==> config.mk <==
export PLATFORM = sky130hd
export DESIGN_NAME = sync_length_crc_deframer_top
export DESIGN_NICKNAME = d
export VERILOG_FILES = /design/src/sv/sld_pkg.sv /design/src/sv/sld_core.sv /design/src/sv/sync_length_crc_deframer_top.sv
export SDC_FILE = /design/constraint.sdc
export NUM_CORES = 1
export LEC_CHECK = 0
export ABC_AREA = 1
export BUFFER_PORTS_ARGS = -buffer_cell sky130_fd_sc_hd__buf_2
export CAP_MARGIN = 10
export CORE_MARGIN = 1.5
export CORE_UTILIZATION = 50
export CTS_CLUSTER_SIZE = 40
export DETAILED_ROUTE_END_ITERATION = 8
export PLACE_DENSITY = 0.69
export SLEW_MARGIN = 20
export SYNTH_ARGS = -nofsm -noshare
export SYNTH_HDL_FRONTEND = slang
export SYNTH_SLANG_ARGS = --single-unit
==> constraint.sdc <==
create_clock -name clock -period 8.9 [get_ports clock]
set_clock_uncertainty 0.05 [all_clocks]
set_input_delay 1.335 -clock clock [delete_from_list [all_inputs] [get_ports clock]]
set_output_delay 1.335 -clock clock [all_outputs]
set_load 0.005 [all_outputs]
==> src/sv/sld_pkg.sv <==
// ----------------------------------------------------------------------------
// sld_pkg
// Types, codes and CRC helpers for the sync/length/CRC deframer.
// ----------------------------------------------------------------------------
`default_nettype none

package sld_pkg;

   localparam logic [7:0]  SYNC_FIRST  = 8'hAA;
   localparam logic [7:0]  SYNC_SECOND = 8'h55;
   localparam logic [15:0] CRC_POLY    = 16'h8408;
   localparam logic [15:0] CRC_INIT    = 16'hFFFF;
   localparam logic [8:0]  MAX_PAYLOAD_RESET = 9'd256;

   typedef enum logic [2:0] {
      PH_HUNT    = 3'd0,
      PH_SYNC2   = 3'd1,
      PH_LEN_LO  = 3'd2,
      PH_LEN_HI  = 3'd3,
      PH_PAYLOAD = 3'd4,
      PH_CRC_LO  = 3'd5,
      PH_CRC_HI  = 3'd6
   } phase_type;

   typedef enum logic [1:0] {
      KIND_DATA    = 2'd0,
      KIND_GOOD    = 2'd1,
      KIND_CRC_ERR = 2'd2,
      KIND_LEN_ERR = 2'd3
   } kind_type;

   typedef struct packed {
      logic        valid;
      kind_type    kind;
      logic [7:0]  data_byte;
      logic [15:0] frame_length;
      logic [31:0] good_frames;
      logic [31:0] crc_error_count;
      logic [31:0] length_error_count;
   } result_type;

   // One byte of reflected CRC-16/X-25.
   function automatic logic [15:0] crc_update(input logic [15:0] crc_in,
                                              input logic [7:0]  data);
      logic [15:0] crc;
      crc = crc_in ^ {8'h00, data};
      for (int i = 0; i < 8; i++) begin
         if (crc[0]) begin
            crc = (crc >> 1) ^ CRC_POLY;
         end else begin
            crc = crc >> 1;
         end
      end
      return crc;
   endfunction

   // Sync hunter step from one of the hunting phases.
   function automatic phase_type hunt_next(input phase_type p, input logic [7:0] b);
      phase_type nxt;
      if (p == PH_SYNC2 && b == SYNC_SECOND) begin
         nxt = PH_LEN_LO;
      end else if (b == SYNC_FIRST) begin
         nxt = PH_SYNC2;
      end else begin
         nxt = PH_HUNT;
      end
      return nxt;
   endfunction

endpackage

`default_nettype wire

==> src/sv/sld_core.sv <==
// ----------------------------------------------------------------------------
// sld_core
// Frame state machine: sync hunt, length check, CRC and counters. Advances
// by one byte on each step and gives that byte's result combinationally.
// ----------------------------------------------------------------------------
`default_nettype none

module sld_core (
   input  wire logic               clock,
   input  wire logic               reset,
   input  wire logic               step,
   input  wire logic [7:0]         rx_byte,
   input  wire logic [8:0]         max_payload,
   output sld_pkg::result_type     result
);

   sld_pkg::phase_type phase_ff, phase_in;
   logic [7:0]  len_lo_ff, len_lo_in;
   logic [8:0]  pay_len_ff, pay_len_in;
   logic [8:0]  remain_ff, remain_in;
   logic [15:0] crc_ff, crc_in;
   logic [7:0]  crc_lo_ff, crc_lo_in;
   logic [31:0] good_ff, good_in;
   logic [31:0] crc_err_ff, crc_err_in;
   logic [31:0] len_err_ff, len_err_in;

   logic [15:0] len_full;
   logic [15:0] crc_rx;

   always_ff @(posedge clock) begin
      if (reset) begin
         phase_ff   <= sld_pkg::PH_HUNT;
         len_lo_ff  <= '0;
         pay_len_ff <= '0;
         remain_ff  <= '0;
         crc_ff     <= sld_pkg::CRC_INIT;
         crc_lo_ff  <= '0;
         good_ff    <= '0;
         crc_err_ff <= '0;
         len_err_ff <= '0;
      end else if (step) begin
         phase_ff   <= phase_in;
         len_lo_ff  <= len_lo_in;
         pay_len_ff <= pay_len_in;
         remain_ff  <= remain_in;
         crc_ff     <= crc_in;
         crc_lo_ff  <= crc_lo_in;
         good_ff    <= good_in;
         crc_err_ff <= crc_err_in;
         len_err_ff <= len_err_in;
      end
   end

   assign len_full = {rx_byte, len_lo_ff};
   assign crc_rx   = {rx_byte, crc_lo_ff};

   always_comb begin
      phase_in   = phase_ff;
      len_lo_in  = len_lo_ff;
      pay_len_in = pay_len_ff;
      remain_in  = remain_ff;
      crc_in     = crc_ff;
      crc_lo_in  = crc_lo_ff;
      good_in    = good_ff;
      crc_err_in = crc_err_ff;
      len_err_in = len_err_ff;

      result.valid        = 1'b0;
      result.kind         = sld_pkg::KIND_DATA;
      result.data_byte    = '0;
      result.frame_length = {7'd0, pay_len_ff};

      unique case (phase_ff)
         sld_pkg::PH_SYNC2: begin
            phase_in = sld_pkg::hunt_next(sld_pkg::PH_SYNC2, rx_byte);
         end
         sld_pkg::PH_LEN_LO: begin
            len_lo_in = rx_byte;
            phase_in  = sld_pkg::PH_LEN_HI;
         end
         sld_pkg::PH_LEN_HI: begin
            if (len_full > {7'd0, max_payload}) begin
               // rescan both length bytes through the sync hunter
               len_err_in          = len_err_ff + 32'd1;
               phase_in            = sld_pkg::hunt_next(
                                        sld_pkg::hunt_next(sld_pkg::PH_HUNT, len_lo_ff),
                                        rx_byte);
               result.valid        = 1'b1;
               result.kind         = sld_pkg::KIND_LEN_ERR;
               result.frame_length = len_full;
            end else begin
               pay_len_in = len_full[8:0];
               remain_in  = len_full[8:0];
               crc_in     = sld_pkg::CRC_INIT;
               phase_in   = (len_full[8:0] == 9'd0) ? sld_pkg::PH_CRC_LO
                                                    : sld_pkg::PH_PAYLOAD;
            end
         end
         sld_pkg::PH_PAYLOAD: begin
            crc_in    = sld_pkg::crc_update(crc_ff, rx_byte);
            remain_in = remain_ff - 9'd1;
            if (remain_in == 9'd0) begin
               phase_in = sld_pkg::PH_CRC_LO;
            end
            result.valid     = 1'b1;
            result.kind      = sld_pkg::KIND_DATA;
            result.data_byte = rx_byte;
         end
         sld_pkg::PH_CRC_LO: begin
            crc_lo_in = rx_byte;
            phase_in  = sld_pkg::PH_CRC_HI;
         end
         sld_pkg::PH_CRC_HI: begin
            phase_in     = sld_pkg::PH_HUNT;
            result.valid = 1'b1;
            if (crc_rx == ~crc_ff) begin
               good_in     = good_ff + 32'd1;
               result.kind = sld_pkg::KIND_GOOD;
            end else begin
               crc_err_in  = crc_err_ff + 32'd1;
               result.kind = sld_pkg::KIND_CRC_ERR;
            end
         end
         default: begin
            phase_in = sld_pkg::hunt_next(sld_pkg::PH_HUNT, rx_byte);
         end
      endcase

      result.good_frames        = good_in;
      result.crc_error_count    = crc_err_in;
      result.length_error_count = len_err_in;
   end

endmodule

`default_nettype wire

==> src/sv/sync_length_crc_deframer_top.sv <==
// ----------------------------------------------------------------------------
// sync_length_crc_deframer_top
// Byte-serial deframer for AA 55 / length / payload / CRC-16/X-25 frames.
// ----------------------------------------------------------------------------
// Takes one byte per cycle. A byte is captured into an input register, runs
// through the frame state machine and CRC update, and any result lands in an
// output register that drives rsp_valid, so each result passes the input and
// then the output register before its rsp transfer. Throughput is one byte per
// cycle as long as the result side takes results; a held result stops the state
// machine, and req_ready drops once the input register holds a byte.
// Payload bytes come out as they arrive, followed by one good or CRC-error
// verdict per frame; oversize lengths give a length-error result. The
// max_payload register is written through the csr port, which is always ready;
// the user must write it only while the block is idle, as the block does not enforce it.
`default_nettype none

module sync_length_crc_deframer_top (
   input  wire logic        clock,
   input  wire logic        reset,
   input  wire logic        req_valid,
   output logic             req_ready,
   input  wire logic [7:0]  req_rx_byte,
   output logic             rsp_valid,
   input  wire logic        rsp_ready,
   output logic [1:0]       rsp_kind,
   output logic [7:0]       rsp_data_byte,
   output logic [15:0]      rsp_frame_length,
   output logic [31:0]      rsp_good_frames,
   output logic [31:0]      rsp_crc_error_count,
   output logic [31:0]      rsp_length_error_count,
   input  wire logic        csr_valid,
   output logic             csr_ready,
   input  wire logic [8:0]  csr_max_payload
);

   logic                in_valid_ff;
   logic [7:0]          in_byte_ff;
   logic [8:0]          max_payload_ff;
   logic                step;
   sld_pkg::result_type result;
   sld_pkg::result_type rsp_ff;
   logic                rsp_valid_ff;

   assign csr_ready = 1'b1;

   always_ff @(posedge clock) begin
      if (reset) begin
         max_payload_ff <= sld_pkg::MAX_PAYLOAD_RESET;
      end else if (csr_valid) begin
         max_payload_ff <= csr_max_payload;
      end
   end

   // advance a byte when the output register is free or draining
   assign step      = in_valid_ff && (!rsp_valid_ff || rsp_ready);
   assign req_ready = !in_valid_ff || step;

   always_ff @(posedge clock) begin
      if (reset) begin
         in_valid_ff <= 1'b0;
      end else if (req_ready) begin
         in_valid_ff <= req_valid;
      end
   end

   always_ff @(posedge clock) begin
      if (req_valid && req_ready) begin
         in_byte_ff <= req_rx_byte;
      end
   end

   sld_core u_core (
      .clock       (clock),
      .reset       (reset),
      .step        (step),
      .rx_byte     (in_byte_ff),
      .max_payload (max_payload_ff),
      .result      (result)
   );

   always_ff @(posedge clock) begin
      if (reset) begin
         rsp_valid_ff <= 1'b0;
      end else if (step) begin
         rsp_valid_ff <= result.valid;
      end else if (rsp_ready) begin
         rsp_valid_ff <= 1'b0;
      end
   end

   always_ff @(posedge clock) begin
      if (step && result.valid) begin
         rsp_ff <= result;
      end
   end

   assign rsp_valid              = rsp_valid_ff;
   assign rsp_kind               = rsp_ff.kind;
   assign rsp_data_byte          = rsp_ff.data_byte;
   assign rsp_frame_length       = rsp_ff.frame_length;
   assign rsp_good_frames        = rsp_ff.good_frames;
   assign rsp_crc_error_count    = rsp_ff.crc_error_count;
   assign rsp_length_error_count = rsp_ff.length_error_count;

endmodule

`default_nettype wire

# Word level (Yosys, flattened, before mapping)
# Cells that the tools add are included.
[word_totals]
reg_bits = 290
inputBits = 22
word_cells = 109
[op_classes]
n_addsub = 4
order_cmp = 1
eq_ne = 13
n_mux = 42
bitwise = 11
n_reduce_logical = 18
[ops]
columns = ["cell", "count"]
rows = [
  ["$mux 16", 16],
  ["$mux 32", 6],
  ["$add 32x1->32 const B", 3],
  ["$pmux 16 s2", 1],
  ["$mux 9", 3],
  ["$not 2->3", 8],
  ["$mux 3", 7],
  ["$logic_not 9->1", 2],
  ["$pmux 3 s6", 1],
  ["$pmux 9 s2", 1],
  ["$eq 16x16->1", 1],
  ["$eq 8x8->1 const B", 2],
  ["$gt 16x9->1", 1],
  ["$not 16->16", 1],
  ["$xor 16x8->16", 1],
  ["$eq 3x3->1 const B", 3],
  ["$pmux 3 s3", 1],
  ["$sub 9x1->9 const B", 1],
  ["$eq 8x7->1 const B", 1],
  ["$reduce_and 2->1", 4],
  ["$eq 3x1->1 const B", 2],
  ["$eq 3x2->1 const B", 2],
  ["$reduce_and 3->1", 2],
  ["$mux 1", 5],
  ["other kinds (8)", 14],
]

# Logic depth before layout (Yosys ltp)
# Gate-level depths: netlist of run 1.
[depth]
depth_word = 25
ltp_mapped = 21
depth_no_buf = 19

# Cells and area by module
# From an unflattened synthesis of run 1, not the netlist that was laid out.
[hier_totals]
cells_unflattened = 2192
area_unflattened_um2 = 15695.1
[modules_own_cells]
columns = ["mod", "instances", "cells_per_inst", "area_per_inst_um2"]
rows = [
  ["sld_core", 1, 2004, 11352.1],
  ["sync_length_crc_deframer_top", 1, 188, 4342.9],
]

# Least setup slack after synthesis of run 1
# Ideal clock, no wire load.
[synth_path]
path_type = "input to register"
startpoint = "input rsp_ready"
endpoint = "register rsp_ff (netlist bit rsp_crc_error_count[0]) (enable)"
setup_time_ns = 0.475
arrival_ns = 4.505
t_required_ns = 8.375
slack_ns = 3.870
stages = 7
path_buffers = 1
path_cell_list = "inv_1 nand2_1 nand2_1 inv_1 clkbuf_1 o21ai_1 inv_1"
[synth_via]
elab_chain_cells = 3
[synth_lines]
columns = ["element", "line_no", "text"]
rows = [
  ["start: declaration", "sync_length_crc_deframer_top.sv:24", "input wire logic rsp_ready,"],
  ["$logic_or 1x1->1", "sync_length_crc_deframer_top.sv:55", "assign step = in_valid_ff && (!rsp_valid_ff || rsp_ready);"],
  ["$logic_and 1x1->1", "sync_length_crc_deframer_top.sv:55", ""],
  ["$logic_and 1x1->1", "sync_length_crc_deframer_top.sv:92", "if (step && result.valid) begin"],
  ["end signal: assignment", "sync_length_crc_deframer_top.sv:93", "rsp_ff <= result;"],
  ["end: declaration", "sync_length_crc_deframer_top.sv:41", "sld_pkg::result_type rsp_ff;"],
]
# No other way between the ends.
# A chain may end at the register's enable or synchronous reset.

# Worst setup path after layout of run 1
[layout_path]
startpoint = "register u_core.len_lo_ff[3]"
endpoint = "register rsp_ff (netlist bit rsp_data_byte[3]) (enable)"
[layout_via]
elab_chain_cells = 4
[layout_lines]
columns = ["element", "line_no", "text"]
rows = [
  ["start: declaration", "sld_core.sv:18", "logic [7:0] len_lo_ff, len_lo_in;"],
  ["start signal: assignment", "sld_core.sv:43", "len_lo_ff <= len_lo_in;"],
  ["$gt 16x9->1", "sld_core.sv:82", "if (len_full > {7'd0, max_payload}) begin"],
  ["$mux 3", "sld_core.sv:82", ""],
  ["$pmux 3 s3", "sld_core.sv:73", "unique case (phase_ff)"],
  ["$logic_and 1x1->1", "sync_length_crc_deframer_top.sv:92", ""],
]
# No other way between the ends.

==> qor.yml, run 1 <==
worstHoldPathType: "reg -> reg"
area_of_the_die_sq_mm: 0.03161
regToRegSetupSlack_ns: 5.38
synth_sequential_area_ratio_pct: 46.52
netlist_area_sq_mm: 0.01528
yosys_most_used_dff: "sky130_fd_sc_hd__dfxtp_1"
worst_r2r_path_depth: 14
start_util_pct: 51.13
hold_bufs_at_cts: 0
startpoint: "u_core.len_lo_ff[3]$_SDFFE_PP0P_"
io_buffers: 145
drt_wl_total_mm: 38.22
fillers: 2808
detailed_place_hpwl_mm: 25.85
max-clock-path-buffers: 3
postCtsSetupRepairBufs: 0
min_period_ns: 3.522
ant_nets: 0
synth-edff-count: 130
nets: 2208
num_antenna_cells: 0
final-hold-violation-count: 0
power_mw: 2.947
routed_via_density: 5.224
path_max_fanout: 77
rsz_0062_raised_after_global_routing: "no"
num_vias: 13508
post_synth_inst_count: 2063
cts_tree: "done"
regToRegEndpoint: "rsp_data_byte[3]$_SDFFCE_PN0P_"
synth.net_count: 2099
hold_slack_ns: 0.3985
cts.root.buffer_cell: "sky130_fd_sc_hd__clkbuf_16"
dieWidth_um: 177.8
finalSetupTns_ns: 0
slew_headroom_pct: 23.28
startpoint_type: "flip-flop"
io_pins: 147
critical_path.endpoint: "rsp_data_byte[3]$_SDFFCE_PN0P_"
post-route-period-util_pct: 39.58
maxCapViolCount: 0
area.growth.synth_to_final_pct: 12.72
grt_pass1_wl_mm: 61.71
multi_input_area_sq_mm: 0.006695
detailed_place.area_sq_mm: 0.01622
regArea_sq_mm: 0.007107
worst_skew_pair.late_latency_ns: 0.57
gp_congestion: 0.8962
crit_path_end_kind: "flip-flop"
clk_transition_reported_paths_ns: 0.06
setup_viol: 0
worst_hold_path.num_cells: 2
yosys_warnings: 0
postSynth.asyncResetShare_pct: 0
status: "completed"
grt_pass1_vias: 12640
post-place-ws_ns: 5.038
tightestPinTransition_ns: 1.151
required_ns: 9.03
floorplan.core_area_sq_mm: 0.02987
grt_start_max_net_pins: 104
synth_cell_types: 48
die_height_um: 177.8
dr.pass1.iters: 5
groute.usage.overall_pct: 24.14
worst_ir_drop_vdd_v: 0.0001549
drt_first_iter_violations: 1074
fp-row-count: 63
synth.ff_latch_count: 290
drc_violations: 0
drive_above_1_share_pct: 11.02
post_cts_resize_count: 0
critPathArrivalTime_ns: 3.65
tritoncts.num_buffers: 30
p_leak_nw: 7.568
critPathKind: "reg -> reg"
routedWlPerCell_um: 14.78
post-route-worst-setup-slack_ns: 5.378
htree_num_levels: 1
grt-ovfl-total: 0
fmaxAchievable_mhz: 283.9
report.final.slew_viol_count: 0
final_cell_area_sq_mm: 0.01722
synth_area_per_cell_sq_um: 7.405
rr_startpoint: "u_core.len_lo_ff[3]$_SDFFE_PP0P_"
initial_antenna_violation_count: 0
cts_sinks: 290
p_per_area_mw_per_mm2: 171.1
[logic make-up (layout without fill, tap and decap cells)]
family	Yosys count	in the layout	share of synthesized area, %
other	1	1	0.02455
XOR/XNOR	78	78	4.472
flip-flops	290	290	46.52
AO/OA/AOI/OAI	359	359	12.29
adder cells (fa/ha/maj)	14	14	1.147
buffers and inverters	373	506	9.763
AND/OR/NAND/NOR	948	948	25.78
[where the power goes]
part | total, mW | switching (mW) | leakage (nW) | internal (mW)
clock network | 1.28 | 0.529 | 0.486 | 0.750
logic | 0.203 | 0.134 | 4.57 | 0.0690
registers | 1.46 | 0.0409 | 2.51 | 1.42
[worst max-delay path, stage by stage, from the launching register on]
cell and delay (ns):
sky130_fd_sc_hd__dfxtp_1 0.42, sky130_fd_sc_hd__ha_1 0.34, sky130_fd_sc_hd__nand2_1 0.06, sky130_fd_sc_hd__inv_1 0.05
sky130_fd_sc_hd__nand2_1 0.04, sky130_fd_sc_hd__nand2_1 0.06, sky130_fd_sc_hd__nand2_1 0.05, sky130_fd_sc_hd__nand2_1 0.07
sky130_fd_sc_hd__nand2_1 0.05, sky130_fd_sc_hd__nand2_1 0.09, sky130_fd_sc_hd__nand2_2 0.22, sky130_fd_sc_hd__nor2_4 0.16
sky130_fd_sc_hd__o21ai_1 0.12, sky130_fd_sc_hd__inv_4 0.46, sky130_fd_sc_hd__buf_4 0.85
[flip-flops by register name, indices dropped and copies added, names as in the netlist, 3 cells and up]
| name | cells |
|---|---|
| u_core.len_err_ff | 32 |
| max_payload_ff | 9 |
| rsp_crc_error_count | 32 |
| u_core.crc_err_ff | 32 |
| u_core.phase_ff | 3 |
| rsp_frame_length | 16 |
| u_core.remain_ff | 9 |
| u_core.len_lo_ff | 8 |
| u_core.pay_len_ff | 9 |
| rsp_good_frames | 32 |
| u_core.crc_ff | 16 |
| rsp_length_error_count | 32 |
| rsp_data_byte | 8 |
| in_byte_ff | 8 |
| u_core.good_ff | 32 |
| u_core.crc_lo_ff | 8 |
[Yosys cell counts, drive strengths merged (3+ instances only)]
| library cell | count | area (sq um) |
|---|---|---|
| nand2 | 569 | 2148 |
| inv | 293 | 1107 |
| o21ai | 188 | 944.7 |
| nor2 | 173 | 661.9 |
| dfxtp | 160 | 3203 |
| a21oi | 146 | 734.5 |
| edfxtp | 130 | 3904 |
| nand3 | 121 | 610.6 |
| xor2 | 54 | 473.0 |
| clkbuf | 47 | 176.4 |
| nor3 | 44 | 247.7 |
| buf | 33 | 207.7 |
| xnor2 | 24 | 210.2 |
| nand4 | 23 | 143.9 |
| ha | 14 | 175.2 |
| o211ai | 12 | 105.1 |
| nor3b | 4 | 35.03 |
| nor4 | 4 | 25.02 |
| o21bai | 4 | 30.03 |
| nand3b | 3 | 22.52 |
| o21a | 3 | 22.52 |
| o22ai | 3 | 18.77 |
| or2 | 3 | 18.77 |
[area by class of cell]
| class | count | area share, % |
|---|---|---|
| inverter | 293 | 6.445 |
| multi-input combinational | 1400 | 38.88 |
| clock buffer | 38 | 4.650 |
| sequential | 290 | 41.27 |
| clock inverter | 18 | 1.163 |
| timing repair buffer | 157 | 4.752 |
| tap | 390 | 2.834 |
[metrics by stage]
stage                     util [%]  instances
final                        57.64       2586
after global routing         57.64       2586
after CTS                    57.64       2586
after detailed placement     54.29       2530
after global placement       54.29       2530
after floorplan                  -       2063
[worst min path at each step]
stage | slack (ns) | from | to
finish | 0.40 | u_core.pay_len_ff[8]$_SDFFE_PP0P_ | u_core.pay_len_ff[8]$_SDFFE_PP0P_
global route | 0.41 | u_core.pay_len_ff[2]$_SDFFE_PP0P_ | u_core.pay_len_ff[2]$_SDFFE_PP0P_
CTS | 0.40 | u_core.pay_len_ff[8]$_SDFFE_PP0P_ | u_core.pay_len_ff[8]$_SDFFE_PP0P_
detailed placement | 0.39 | u_core.pay_len_ff[8]$_SDFFE_PP0P_ | u_core.pay_len_ff[8]$_SDFFE_PP0P_
global placement | 0.39 | u_core.pay_len_ff[0]$_SDFFE_PP0P_ | u_core.pay_len_ff[0]$_SDFFE_PP0P_
floorplan | 0.37 | u_core.pay_len_ff[5]$_SDFFE_PP0P_ | u_core.pay_len_ff[5]$_SDFFE_PP0P_
[metal layers]
metal	global-route usage [%]	up-vias	share of wire, %
met1	31.84	6234	46
li1	-	6868	-
met3	2.635	63	4.7
met4	6.898	0	2.4
met5	0	-	0
met2	41.78	343	47
[layout by cell type (no fill, tap or decap), types with 41 or more instances in the layout]
master and instances:
sky130_fd_sc_hd__nor3_1 41, sky130_fd_sc_hd__a21oi_1 145, sky130_fd_sc_hd__xor2_1 54, sky130_fd_sc_hd__nand2_1 565
sky130_fd_sc_hd__buf_2 144, sky130_fd_sc_hd__o21ai_1 65, sky130_fd_sc_hd__dfxtp_1 160, sky130_fd_sc_hd__inv_1 274
sky130_fd_sc_hd__nand3_1 120, sky130_fd_sc_hd__o21ai_0 122, sky130_fd_sc_hd__nor2_1 168, sky130_fd_sc_hd__edfxtp_1 130
Power figures use the tool's default switching activity.
==> run 2, diff against run 1 <==
Clock period 8.9 ns to 3.5 ns, I/O delays scaled along.
==> run 2 against run 1 <==
Against the previous run:
- first-iteration DRC count down 11%
- sequential share of layout area down 0.64 points
- die area unchanged
- critical path depth down 1
- sequential cell count unchanged
- combinational power rose to 2.6 times the previous value
- critical endpoint is now rsp_crc_error_count[10]$_DFFE_PP_
- largest power group is now clock
==> qor.yml, run 2 (synthesized netlist as in run 1, its figures left out) <==
status: "completed"
final-hold-violation-count: 0
groute.usage.overall_pct: 24.41
dieWidth_um: 177.8
drc_violations: 0
max-clock-path-buffers: 3
die_height_um: 177.8
num_antenna_cells: 0
cp_common_cell: "sky130_fd_sc_hd__nand2_1"
num_vias: 13515
dr.pass1.iters: 5
routed_via_density: 5.204
tightestPinTransition_ns: 0.8594
post-place-ws_ns: 0.6188
p_leak_nw: 7.683
fp-row-count: 63
tritoncts.num_buffers: 34
gp_congestion: 0.9362
power_mw: 7.991
hold_slack_ns: 0.1380
clk_transition_reported_paths_ns: 0.06
worst_ir_drop_vdd_v: 0.0003406
startpoint_type: "flip-flop"
grt_pass1_wl_mm: 62.16
cts_sinks: 290
post-route-worst-setup-slack_ns: 0.5916
drt_wl_total_mm: 38.73
setup_viol: 0
post_cts_resize_count: 0
critPathArrivalTime_ns: 3.10
postCtsSetupRepairBufs: 0
io_pins: 147
timing.critical_path.max_delay_family: "buffers and inverters"
crit_path_end_kind: "flip-flop"
initial_antenna_violation_count: 0
finalCoreUtilization_pct: 58.55
report.final.slew_viol_count: 0
cts_tree: "done"
hold_bufs_at_cts: 0
nets: 2218
post-route-period-util_pct: 83.10
drt_first_iter_violations: 959
grt-ovfl-total: 0
final_cell_area_sq_mm: 0.01749
worstHoldPathType: "in -> reg"
fmaxAchievable_mhz: 343.8
critPathMaxStageDelay_ns: 0.46
required_ns: 3.69
routedWlPerCell_um: 14.91
drive_above_1_share_pct: 11.60
detailed_place_hpwl_mm: 27.04
io_buffers: 145
rsz_0062_raised_after_global_routing: "no"
final_cells: 2597
htree_num_levels: 2
grt_start_max_net_pins: 73
start_util_pct: 51.13
fillers: 2732
ant_nets: 0
crit_path_top_delay_cell: "sky130_fd_sc_hd__clkinvlp_4"
min_period_ns: 2.908
detailed_place.area_sq_mm: 0.01631
cts.root.buffer_cell: "sky130_fd_sc_hd__clkbuf_16"
path_max_fanout: 37
critPathKind: "reg -> reg"
layout.cells.most_common: "sky130_fd_sc_hd__nand2_1"
area.growth.synth_to_final_pct: 14.51
p_per_area_mw_per_mm2: 456.9
path_cells: "inv_1 > ha_1 > a21oi_1 > nor2_1 > nor2_1 > nand2_1 > nand2_1 > nand2_1 > nand2_2 > nor2_4 > o21ai_4 > clkinvlp_4 > buf_12"
slew_headroom_pct: 42.71
numPlacedInstances: 2536
timing.critical_path.buf_inv: 3
area_of_the_die_sq_mm: 0.03161
worst_skew_pair.late_latency_ns: 0.51
finalSetupTns_ns: 0
final_cell_mix: "sky130_fd_sc_hd__nand2_1, sky130_fd_sc_hd__inv_1, sky130_fd_sc_hd__nor2_1, sky130_fd_sc_hd__dfxtp_1, sky130_fd_sc_hd__a21oi_1"
floorplan.core_area_sq_mm: 0.02987
maxCapViolCount: 0
grt_pass1_vias: 12440
## run 2: cell count changes in the layout (fill, tap and decap cells not counted), moves of 2 or more
cell,previous run,this run
sky130_fd_sc_hd__clkinv_4,0,2
sky130_fd_sc_hd__clkbuf_16,30,35
sky130_fd_sc_hd__buf_12,0,3
sky130_fd_sc_hd__bufinv_16,4,6
sky130_fd_sc_hd__clkinv_2,6,3
sky130_fd_sc_hd__buf_4,13,16
## run 2: routing by layer
metal | wire length, um | GRT usage, % | vias to the layer above
li1 | - | - | 6884
met1 | 17710 | 32.74 | 6235
met2 | 18220 | 41.08 | 327
met3 | 1921 | 3.342 | 69
met4 | 874 | 7.038 | 0
met5 | 0 | 0 | -
## run 2: final timing paths
check	from	endpoint	slack, ns	cells after the start
worst min register to register	u_core.pay_len_ff[7]$_SDFFE_PP0P_	u_core.pay_len_ff[7]$_SDFFE_PP0P_	0.40	2
worst max-delay path	max_payload_ff[5]$_SDFFE_PP0P_	rsp_crc_error_count[10]$_DFFE_PP_	0.59	13
worst max register to register	max_payload_ff[5]$_SDFFE_PP0P_	rsp_crc_error_count[10]$_DFFE_PP_	0.59	13
worst min-delay path	req_rx_byte[4]	in_byte_ff[4]$_DFFE_PP_	0.14	1
## run 2: area by class of cell
class                      count  area [sq um]  area share [%]
clock buffer                  43         925.9           5.293
clock inverter                18         251.5           1.438
inverter                     293          1111           6.352
multi-input combinational   1400          6706           38.34
sequential                   290          7108           40.64
tap                          390         488.0           2.790
timing repair buffer         163         900.9           5.150
## run 2: power breakdown
part / switching, mW / internal [mW]
Clock: 1.42 / 2.32
Sequential: 0.102 / 3.62
Combinational: 0.347 / 0.177
